$ cat src/design/mbim_pkg.sv
// shared types, codes and line action functions for the multi-bus i2c host
`timescale 1ns / 1ps
package mbim_pkg;

  localparam int BUS_LANES = 8;

  localparam logic [2:0] CMD_TICK   = 3'd0;
  localparam logic [2:0] CMD_INIT   = 3'd1;
  localparam logic [2:0] CMD_WSTART = 3'd2;
  localparam logic [2:0] CMD_RSTART = 3'd3;
  localparam logic [2:0] CMD_WBYTE  = 3'd4;
  localparam logic [2:0] CMD_RBYTE  = 3'd5;

  localparam logic REG_BUS_COUNT = 1'b0;
  localparam logic [3:0] BUS_COUNT_RESET = 4'd8;

  typedef enum logic [2:0] {
    OP_IDLE   = 3'd0,
    OP_INIT   = 3'd1,
    OP_WSTART = 3'd2,
    OP_RSTART = 3'd3,
    OP_WBYTE  = 3'd4,
    OP_RBYTE  = 3'd5
  } op_t;

  typedef struct packed {
    logic [2:0]  cmd;
    logic [7:0]  dev_addr;
    logic [7:0]  reg_addr;
    logic [63:0] write_bytes;
    logic        keep_going;
    logic [7:0]  sda_sample;
  } item_t;

  typedef struct packed {
    logic        scl_drive_low;
    logic [7:0]  sda_drive_low;
    logic        busy_res;
    logic        done_res;
    logic        success;
    logic [7:0]  nack_buses;
    logic [63:0] read_bytes;
  } res_t;

  typedef struct packed {
    op_t         op;
    logic [6:0]  step;
    logic [63:0] shift_out;
    logic [63:0] shift_in;
    logic [7:0]  nack;
    logic        cont;
    logic        scl;
    logic [7:0]  sda;
  } seq_state_t;

  typedef struct packed {
    logic       scl_we;
    logic       scl_v;
    logic       sda_we;
    logic [7:0] sda_v;
    logic [7:0] nk;
    logic       rd_we;
    logic [2:0] rd_bit;
  } act_t;

  // one action of a byte write: eight bits of three actions, then the ack slot
  function automatic act_t wr_act(input logic [4:0] j, input logic [63:0] bytes,
                                  input logic [7:0] sample, input logic [7:0] amask);
    act_t a;
    logic [1:0] sub;
    logic [2:0] bitn;
    logic [7:0] pat;
    a = '0;
    sub = '0;
    bitn = '0;
    pat = '0;
    for (int k = 0; k < 8; k++) begin
      if (j >= 5'(3 * k) && j < 5'(3 * k + 3)) begin
        sub = 2'(j - 5'(3 * k));
        bitn = 3'(7 - k);
      end
    end
    for (int k = 0; k < BUS_LANES; k++) begin
      pat[k] = ~bytes[8 * k + int'(bitn)];
    end
    if (j < 5'd24) begin
      case (sub)
        2'd0: begin
          a.scl_we = 1'b1;
          a.scl_v = 1'b1;
        end
        2'd1: begin
          a.sda_we = 1'b1;
          a.sda_v = pat & amask;
        end
        default: begin
          a.scl_we = 1'b1;
          a.scl_v = 1'b0;
        end
      endcase
    end else begin
      case (j)
        5'd24: begin
          a.scl_we = 1'b1;
          a.scl_v = 1'b1;
        end
        5'd25: begin
          a.sda_we = 1'b1;
          a.sda_v = 8'h00;
        end
        5'd26: begin
          a.scl_we = 1'b1;
          a.scl_v = 1'b0;
        end
        default: begin
          a.nk = sample & amask;
        end
      endcase
    end
    return a;
  endfunction

  // stop and init share this order
  function automatic act_t stop_act(input logic [1:0] j, input logic [7:0] amask);
    act_t a;
    a = '0;
    case (j)
      2'd0: begin
        a.scl_we = 1'b1;
        a.scl_v = 1'b1;
      end
      2'd1: begin
        a.scl_we = 1'b1;
        a.scl_v = 1'b0;
      end
      2'd2: begin
        a.sda_we = 1'b1;
        a.sda_v = amask;
      end
      default: begin
        a.sda_we = 1'b1;
        a.sda_v = 8'h00;
      end
    endcase
    return a;
  endfunction

  function automatic act_t ack_act(input logic [1:0] j, input logic [7:0] amask);
    act_t a;
    a = '0;
    case (j)
      2'd0: begin
        a.scl_we = 1'b1;
        a.scl_v = 1'b1;
      end
      2'd1: begin
        a.sda_we = 1'b1;
        a.sda_v = amask;
      end
      default: begin
        a.scl_we = 1'b1;
        a.scl_v = 1'b0;
      end
    endcase
    return a;
  endfunction

  function automatic act_t nack_stop_act(input logic [2:0] j, input logic [7:0] amask);
    act_t a;
    a = '0;
    case (j)
      3'd0: begin
        a.scl_we = 1'b1;
        a.scl_v = 1'b1;
      end
      3'd1: begin
        a.sda_we = 1'b1;
        a.sda_v = 8'h00;
      end
      3'd2: begin
        a.scl_we = 1'b1;
        a.scl_v = 1'b0;
      end
      default: begin
        a = stop_act(2'(j - 3'd3), amask);
      end
    endcase
    return a;
  endfunction

  // one action of a byte read: four actions per bit, msb first
  function automatic act_t rd_act(input logic [4:0] j);
    act_t a;
    a = '0;
    case (j[1:0])
      2'd0: begin
        a.scl_we = 1'b1;
        a.scl_v = 1'b1;
      end
      2'd1: begin
        a.sda_we = 1'b1;
        a.sda_v = 8'h00;
      end
      2'd2: begin
        a.scl_we = 1'b1;
        a.scl_v = 1'b0;
      end
      default: begin
        a.rd_we = 1'b1;
        a.rd_bit = 3'd7 - j[4:2];
      end
    endcase
    return a;
  endfunction

endpackage

$ cat src/design/mbim_apb_regs.sv
// apb register file holding the active bus count
`timescale 1ns / 1ps
module mbim_apb_regs (
  input  logic        clk,
  input  logic        rst,
  input  logic        psel,
  input  logic        penable,
  input  logic        pwrite,
  input  logic [2:0]  paddr,
  input  logic [31:0] pwdata,
  output logic [31:0] prdata,
  output logic        pready,
  output logic [3:0]  bus_count
);
  import mbim_pkg::*;

  logic wr_en;

  assign pready = 1'b1;
  assign wr_en = psel && penable && pwrite && pready && (paddr[2] == REG_BUS_COUNT);

  always_ff @(posedge clk) begin
    if (rst) begin
      bus_count <= BUS_COUNT_RESET;
    end else if (wr_en) begin
      bus_count <= pwdata[3:0];
    end
  end

  always_comb begin
    if (paddr[2] == REG_BUS_COUNT) begin
      prdata = {28'd0, bus_count};
    end else begin
      prdata = 32'd0;
    end
  end

  logic unused_addr;
  assign unused_addr = ^paddr[1:0];

endmodule

$ cat src/design/mbim_seq.sv
// sequencer step logic: one line action per tick item, command loading when idle
`timescale 1ns / 1ps
module mbim_seq #(
  parameter int MAX_BUSES = 8
) (
  input  mbim_pkg::seq_state_t cur,
  input  mbim_pkg::item_t      item,
  input  logic [3:0]           bus_count,
  output mbim_pkg::seq_state_t nxt,
  output mbim_pkg::res_t       res
);
  import mbim_pkg::*;

  logic [3:0] n_act;
  logic [7:0] amask;
  logic [7:0] samp;
  logic       is_cmd;
  logic       fin;
  logic       jump;
  logic       done;
  logic       ok;
  logic [6:0] s;
  act_t       act;

  always_comb begin
    if (bus_count == 4'd0) begin
      n_act = 4'd1;
    end else if (bus_count > 4'(MAX_BUSES)) begin
      n_act = 4'(MAX_BUSES);
    end else begin
      n_act = bus_count;
    end
    if (n_act >= 4'd8) begin
      amask = 8'hFF;
    end else begin
      amask = 8'((9'd1 << n_act) - 9'd1);
    end
  end

  assign samp = item.sda_sample & amask;
  assign is_cmd = (item.cmd >= CMD_INIT) && (item.cmd <= CMD_RBYTE);
  assign s = cur.step;

  always_comb begin
    nxt = cur;
    act = '0;
    fin = 1'b0;
    jump = 1'b0;
    done = 1'b0;
    ok = 1'b0;
    if (cur.op == OP_IDLE) begin
      if (is_cmd) begin
        nxt.step = 7'd0;
        nxt.nack = 8'h00;
        nxt.cont = item.keep_going;
        case (item.cmd)
          CMD_INIT: begin
            nxt.op = OP_INIT;
          end
          CMD_WSTART: begin
            nxt.op = OP_WSTART;
            nxt.shift_out = {48'd0, item.reg_addr, item.dev_addr};
          end
          CMD_RSTART: begin
            nxt.op = OP_RSTART;
            nxt.shift_out = {56'd0, item.dev_addr | 8'h01};
          end
          CMD_WBYTE: begin
            nxt.op = OP_WBYTE;
            nxt.shift_out = item.write_bytes;
          end
          default: begin
            nxt.op = OP_RBYTE;
            nxt.shift_in = 64'd0;
          end
        endcase
      end
    end else if (!is_cmd) begin
      case (cur.op)
        OP_INIT: begin
          act = stop_act(s[1:0], amask);
          fin = (s >= 7'd3);
        end
        OP_WSTART: begin
          if (s == 7'd0) begin
            act.sda_we = 1'b1;
            act.sda_v = amask;
          end else if (s <= 7'd28) begin
            act = wr_act(5'(s - 7'd1), {8{cur.shift_out[7:0]}}, item.sda_sample, amask);
            jump = (s == 7'd28) && (act.nk != 8'h00);
          end else if (s <= 7'd56) begin
            act = wr_act(5'(s - 7'd29), {8{cur.shift_out[15:8]}}, item.sda_sample, amask);
            fin = (s == 7'd56) && (act.nk == 8'h00) && cur.cont;
          end else begin
            act = stop_act(2'(s - 7'd57), amask);
            fin = (s >= 7'd60);
          end
        end
        OP_RSTART: begin
          if (s == 7'd0) begin
            act.sda_we = 1'b1;
            act.sda_v = amask;
          end else if (s <= 7'd28) begin
            act = wr_act(5'(s - 7'd1), {8{cur.shift_out[7:0]}}, item.sda_sample, amask);
            fin = (s == 7'd28) && (act.nk == 8'h00) && cur.cont;
          end else begin
            act = stop_act(2'(s - 7'd29), amask);
            fin = (s >= 7'd32);
          end
        end
        OP_WBYTE: begin
          if (s <= 7'd27) begin
            act = wr_act(s[4:0], cur.shift_out, item.sda_sample, amask);
            fin = (s == 7'd27) && (act.nk == 8'h00) && cur.cont;
          end else begin
            act = stop_act(2'(s - 7'd28), amask);
            fin = (s >= 7'd31);
          end
        end
        OP_RBYTE: begin
          if (s <= 7'd31) begin
            act = rd_act(s[4:0]);
          end else if (cur.cont) begin
            act = ack_act(2'(s - 7'd32), amask);
            fin = (s >= 7'd34);
          end else begin
            act = nack_stop_act(3'(s - 7'd32), amask);
            fin = (s >= 7'd38);
          end
        end
        default: begin
          act = '0;
        end
      endcase

      if (act.scl_we) begin
        nxt.scl = act.scl_v;
      end
      if (act.sda_we) begin
        nxt.sda = act.sda_v;
      end
      nxt.nack = cur.nack | act.nk;
      if (act.rd_we) begin
        for (int k = 0; k < BUS_LANES; k++) begin
          if (samp[k]) begin
            nxt.shift_in[8 * k + int'(act.rd_bit)] = 1'b1;
          end
        end
      end
      if (jump) begin
        nxt.step = 7'd57;
      end else begin
        nxt.step = s + 7'd1;
      end
      if (fin) begin
        nxt.op = OP_IDLE;
        nxt.step = 7'd0;
        done = 1'b1;
        ok = (nxt.nack == 8'h00);
      end
    end
  end

  always_comb begin
    res.scl_drive_low = nxt.scl;
    res.sda_drive_low = nxt.sda;
    res.busy_res = (nxt.op != OP_IDLE);
    res.done_res = done;
    res.success = ok;
    res.nack_buses = nxt.nack;
    res.read_bytes = nxt.shift_in;
  end

endmodule

$ cat src/design/multi_bus_i2c_master.sv
// top level of the multi-bus i2c host: stream ports, state and result registers
// the result of an accepted item is in the output register in the cycle after it is accepted
// throughput: one item per cycle; the sequencer does one line action per tick item
// the input side stays ready while the output register is empty or being taken
// reset (rst, synchronous): idle, lines released, masks and shift registers zero
// bus_count resets to 8; the output register comes out of reset empty
`timescale 1ns / 1ps
module multi_bus_i2c_master #(
  parameter int MAX_BUSES = 8
) (
  input  logic        clk,
  input  logic        rst,
  input  logic        s_tvalid,
  output logic        s_tready,
  // dev_addr, reg_addr, write_bytes, keep_going, sda_sample, zero pad
  input  logic [95:0] s_tdata,
  // cmd
  input  logic [2:0]  s_tuser,
  output logic        m_tvalid,
  input  logic        m_tready,
  // scl_drive_low, sda_drive_low, busy_res, done_res, success, nack_buses,
  // read_bytes, zero pad
  output logic [87:0] m_tdata,
  input  logic        psel,
  input  logic        penable,
  input  logic        pwrite,
  input  logic [2:0]  paddr,
  input  logic [31:0] pwdata,
  output logic [31:0] prdata,
  output logic        pready
);
  import mbim_pkg::*;

  logic [3:0] bus_count;
  item_t      item;
  seq_state_t st;
  seq_state_t st_next;
  res_t       res_next;
  res_t       res_q;
  logic       acc;
  logic       unused_pad;

  mbim_apb_regs u_regs (
    .clk       (clk),
    .rst       (rst),
    .psel      (psel),
    .penable   (penable),
    .pwrite    (pwrite),
    .paddr     (paddr),
    .pwdata    (pwdata),
    .prdata    (prdata),
    .pready    (pready),
    .bus_count (bus_count)
  );

  assign item.cmd         = s_tuser;
  assign item.dev_addr    = s_tdata[7:0];
  assign item.reg_addr    = s_tdata[15:8];
  assign item.write_bytes = s_tdata[79:16];
  assign item.keep_going  = s_tdata[80];
  assign item.sda_sample  = s_tdata[88:81];
  assign unused_pad       = ^s_tdata[95:89];

  mbim_seq #(
    .MAX_BUSES (MAX_BUSES)
  ) u_seq (
    .cur       (st),
    .item      (item),
    .bus_count (bus_count),
    .nxt       (st_next),
    .res       (res_next)
  );

  assign s_tready = !m_tvalid || m_tready;
  assign acc = s_tvalid && s_tready;

  always_ff @(posedge clk) begin
    if (rst) begin
      st.op <= OP_IDLE;
      st.step <= 7'd0;
      st.shift_out <= 64'd0;
      st.shift_in <= 64'd0;
      st.nack <= 8'h00;
      st.cont <= 1'b0;
      st.scl <= 1'b0;
      st.sda <= 8'h00;
      m_tvalid <= 1'b0;
    end else begin
      if (acc) begin
        st <= st_next;
        m_tvalid <= 1'b1;
      end else if (m_tready) begin
        m_tvalid <= 1'b0;
      end
    end
  end

  always_ff @(posedge clk) begin
    if (acc) begin
      res_q <= res_next;
    end
  end

  assign m_tdata = {4'd0, res_q.read_bytes, res_q.nack_buses, res_q.success,
                    res_q.done_res, res_q.busy_res, res_q.sda_drive_low,
                    res_q.scl_drive_low};

`ifndef SYNTH
  a_done_goes_idle: assert property (@(posedge clk) disable iff (rst)
    acc && res_next.done_res |=> st.op == OP_IDLE)
    else $error("sequence done but state not idle");

  a_success_needs_done: assert property (@(posedge clk) disable iff (rst)
    m_tvalid && res_q.success |-> res_q.done_res)
    else $error("success without done");

  a_nack_no_success: assert property (@(posedge clk) disable iff (rst)
    m_tvalid && res_q.done_res && (res_q.nack_buses != 8'h00) |-> !res_q.success)
    else $error("success reported with nack buses");

  a_idle_step_zero: assert property (@(posedge clk) disable iff (rst)
    st.op == OP_IDLE |-> st.step == 7'd0)
    else $error("idle with nonzero step");

  a_step_bound: assert property (@(posedge clk) disable iff (rst)
    st.step <= 7'd60)
    else $error("step count beyond longest sequence");
`endif

endmodule

$ cat config.mk
export PLATFORM = sky130hd
export DESIGN_NAME = multi_bus_i2c_master
export DESIGN_NICKNAME = d
export VERILOG_FILES = /design/src/design/mbim_pkg.sv /design/src/design/mbim_apb_regs.sv /design/src/design/mbim_seq.sv /design/src/design/multi_bus_i2c_master.sv
export SDC_FILE = /design/constraint.sdc
export NUM_CORES = 1
export LEC_CHECK = 0
export BUFFER_PORTS_ARGS = -buffer_cell sky130_fd_sc_hd__buf_2
export CAP_MARGIN = 40
export CELL_PAD_IN_SITES_DETAIL_PLACEMENT = 1
export CELL_PAD_IN_SITES_GLOBAL_PLACEMENT = 1
export CORE_MARGIN = 5
export CORE_UTILIZATION = 30
export CTS_BUF_LIST = sky130_fd_sc_hd__clkbuf_2 sky130_fd_sc_hd__clkbuf_4 sky130_fd_sc_hd__clkbuf_8
export DETAILED_ROUTE_END_ITERATION = 6
export PLACE_DENSITY_LB_ADDON = 0.2
export SETUP_SLACK_MARGIN = 0.4
export SLEW_MARGIN = 10
export SYNTH_ARGS = -nofsm -noshare
export SYNTH_HDL_FRONTEND = slang
export SYNTH_SLANG_ARGS = --single-unit
$ cat constraint.sdc
create_clock -name clk -period 6.2 [get_ports clk]
set_clock_uncertainty 0.2 [all_clocks]
set_input_delay 1.24 -clock clk [delete_from_list [all_inputs] [get_ports clk]]
set_output_delay 1.24 -clock clk [all_outputs]
set_load 0.1 [all_outputs]
==> out/results.txt <==
Status: finished clean
Fin. Hold Viols: 0
Top cells by area, synth: dfxtp_1 25%, edfxtp_1 19%, nand2_1 6.4%
Setup ws final: 1420 ps
Buffers on Ports: 193
Pre-CTS setup slack: 1460 ps
Seq cells post-synth: 245
First-pass GRT wire length: 72.3 mm
Setup bufs post-CTS: 0
Critical path class: flop to flop
Global route total overflow: 0
CTS tree: built
Die Height: 218 um
Max Cap Viol: 0
Initial antenna violation count: 3
Die width: 218 um
GRT Total Usage: 19.1%
Worst-path maximum fanout: 16
Worst Path Arrival: 4930 ps
Met3 Resource Use GR: 4.53%
Clock Tree Buf Depth: 3
Starting Density: 30.2%
RSZ-0062 raised after global routing: false
Critical Path Sink Type: flop
Cts bufs inserted: 46
Synth cell types: 88
Peak supply drop: 0.000121 V
WL final: 46.8 mm
Fraction of registers with async set/reset: 0%
Routed vias: 12.2k
Final Cycle Share: 77.0%
Synth Cell Area: 13000 sq um
Layout cell share with drive strength beyond 1: 21.9%
Leakage: 6.02 nW
DP HPWL: 34.0 mm
Worst path required time: 6350 ps
Core Box Area: 43000 sq um
GP Congestion: 0.855
NumNets Final: 1832
Vias in the first global route: 12.5k
Worst-margin pin slew: 979 ps
Clk sinks: 245
Leading cell types in the layout, fill and taps excluded: 221 x nand2_1, 194 x buf_2, 161 x dfxtp_1, 152 x nor2_1, 133 x a21oi_1
R2r setup slk: 1420 ps
Min Tclk post-route: 4780 ps
H-tree Lvls: 2
Final core occ: 36.4%
Num ports: 264
GR Util met1: 24.8%
Met2 usage: 31.6%
Die ar.: 47600 sq um
Top-area cell type share of the netlist area: 24.8%
CTS root buf: clkbuf_8
Peak Freq: 0.209 GHz
Grt peak-use layer: met2
DR pass1 iterations: 4
Most common cell after layout, fill and taps aside: nand2_1
Clock Pin Slew Worst Setup and Hold Paths: 60 ps
Slew margin rel.: 33.0%
PostCTS Resize Cnt: 0
Initial DRC count: 631
Cell taking the most area after synthesis: dfxtp_1
Clock Latency Late Sink: 610 ps
Seq/Total Area, Yosys: 44.2%
Synth Flop Type: dfxtp_1
Final Slew Violations: 0
Final setup fails: 0
Area grow syn2layout: 20.4%
Routed Antenna Nets: 0
Mapped Cells: 1497
Avg Cell Area, Syn: 8.68 sq um
Hold buffer count at cts: 0
Number of synthesized flops with an enable pin: 84
Type of element launching the critical path: flop
DRC Markers: 0
Ys Warns: 0
Post-route cell area: 15700 sq um
Row cnt: 76
Total negative setup slack: 0 ps
Detail-routed net length per standard cell: 20.4 um
Ratio of total power to cell area: 262 nW/um^2
Worst min-delay path class: flop to flop
Post-placement cell area: 14600 sq um
Vias per Instance: 5.30
Largest net degree at the start of global routing: 78
-- cells by family after synthesis --
kind of cell	Yosys count	synth area share [%]
compound gates	477	25.2
mux	46	4.04
simple gates	537	18.4
flops	245	44.2
xor+xnor	9	0.664
fa+ha+maj	13	1.25
other cells	2	0.0578
buf+inv	168	6.13
-- state kept, by name, indices dropped and copies added (netlist names) --
| register | count |
|---|---|
| st | 156 |
| m_tdata | 84 |
| u_regs.bus_count | 4 |
| m_tvalid | 1 |
-- worst max-delay path, cell delays in order (launching register included) --
cell	delay, ps
dfxtp_1	310
inv_1	340
ha_1	260
buf_4	230
or3b_2	460
a311oi_1	490
a21oi_1	180
o21ai_1	290
nor2_1	60
a21oi_1	350
nand4b_1	280
o2bb2ai_1	180
nor3_2	70
buf_4	200
o31a_1	320
mux2_2	280
-- worst paths after layout --
| kind | start | endpoint | cells after the start |
|---|---|---|---|
| worst max-delay path | st[146]$_SDFFE_PP0P_ | m_tdata[5]$_DFFE_PP_ | 15 |
| worst max register to register | st[146]$_SDFFE_PP0P_ | m_tdata[5]$_DFFE_PP_ | 15 |
| worst min-delay path | st[1]$_SDFFE_PP0P_ | st[1]$_SDFFE_PP0P_ | 2 |
| worst min register to register | st[1]$_SDFFE_PP0P_ | st[1]$_SDFFE_PP0P_ | 2 |
-- cell type report --
cell class	count	area [sq um]
multi-input cells	1116	6610
fillers	5148	27300
repair buffers	247	1450
diodes	1	2.50
clock buffers	78	961
clock inverters	7	68.8
flip-flops and latches	245	5750
inverters	22	87.6
well taps	585	732
-- power breakdown --
| group | internal (mW) | switching (mW) |
|---|---|---|
| logic | 0.116 | 0.518 |
| registers | 1.71 | 0.0238 |
| clock network | 1.02 | 0.715 |
| total | 2.84 | 1.26 |
-- routing by layer --
metal	wire length (um)	vias up	share of wire, %
li1	-	5796	-
met1	20900	6004	45
met2	22100	319	47
met3	2660	70	5.7
met4	1170	4	2.5
met5	21	-	0.045
-- synthesized netlist by cell type (5+ instances only) --
| master | n |
|---|---|
| nand2_1 | 222 |
| dfxtp_1 | 161 |
| nor2_1 | 153 |
| a21oi_1 | 134 |
| edfxtp_1 | 84 |
| clkbuf_1 | 83 |
| o21ai_0 | 60 |
| a22oi_1 | 52 |
| nor3_1 | 37 |
| a22o_1 | 36 |
| buf_4 | 36 |
| a211oi_1 | 33 |
| mux2i_1 | 30 |
| a32o_1 | 20 |
| inv_1 | 20 |
| nand3_1 | 20 |
| nor2b_1 | 19 |
| o22ai_1 | 17 |
| nand2b_1 | 16 |
| buf_2 | 13 |
| ha_1 | 13 |
| buf_1 | 12 |
| a31oi_1 | 11 |
| and3_1 | 11 |
| mux2_2 | 11 |
| a21o_1 | 9 |
| o21a_1 | 9 |
| and2_1 | 8 |
| nor3b_1 | 8 |
| o21ai_1 | 8 |
| o211ai_1 | 7 |
| o31a_1 | 7 |
| xnor2_1 | 7 |
| nand4_1 | 6 |
| o311ai_1 | 6 |
| o31ai_1 | 6 |
| or2_2 | 6 |
| or3_1 | 6 |
| a21boi_0 | 5 |
-- stage by stage --
| step | hold WS [ps] | std cells | power [mW] |
|---|---|---|---|
| CTS | 258 | 2300 | 4.16 |
| detailed placement | 250 | 2215 | 2.40 |
| finish | 254 | 2301 | 4.10 |
| global route | 275 | 2300 | 4.27 |
| global placement | 240 | 2207 | 2.39 |
| floorplan | 234 | 1529 | 2.26 |
Note: power is estimated with default switching activity, not from simulation.
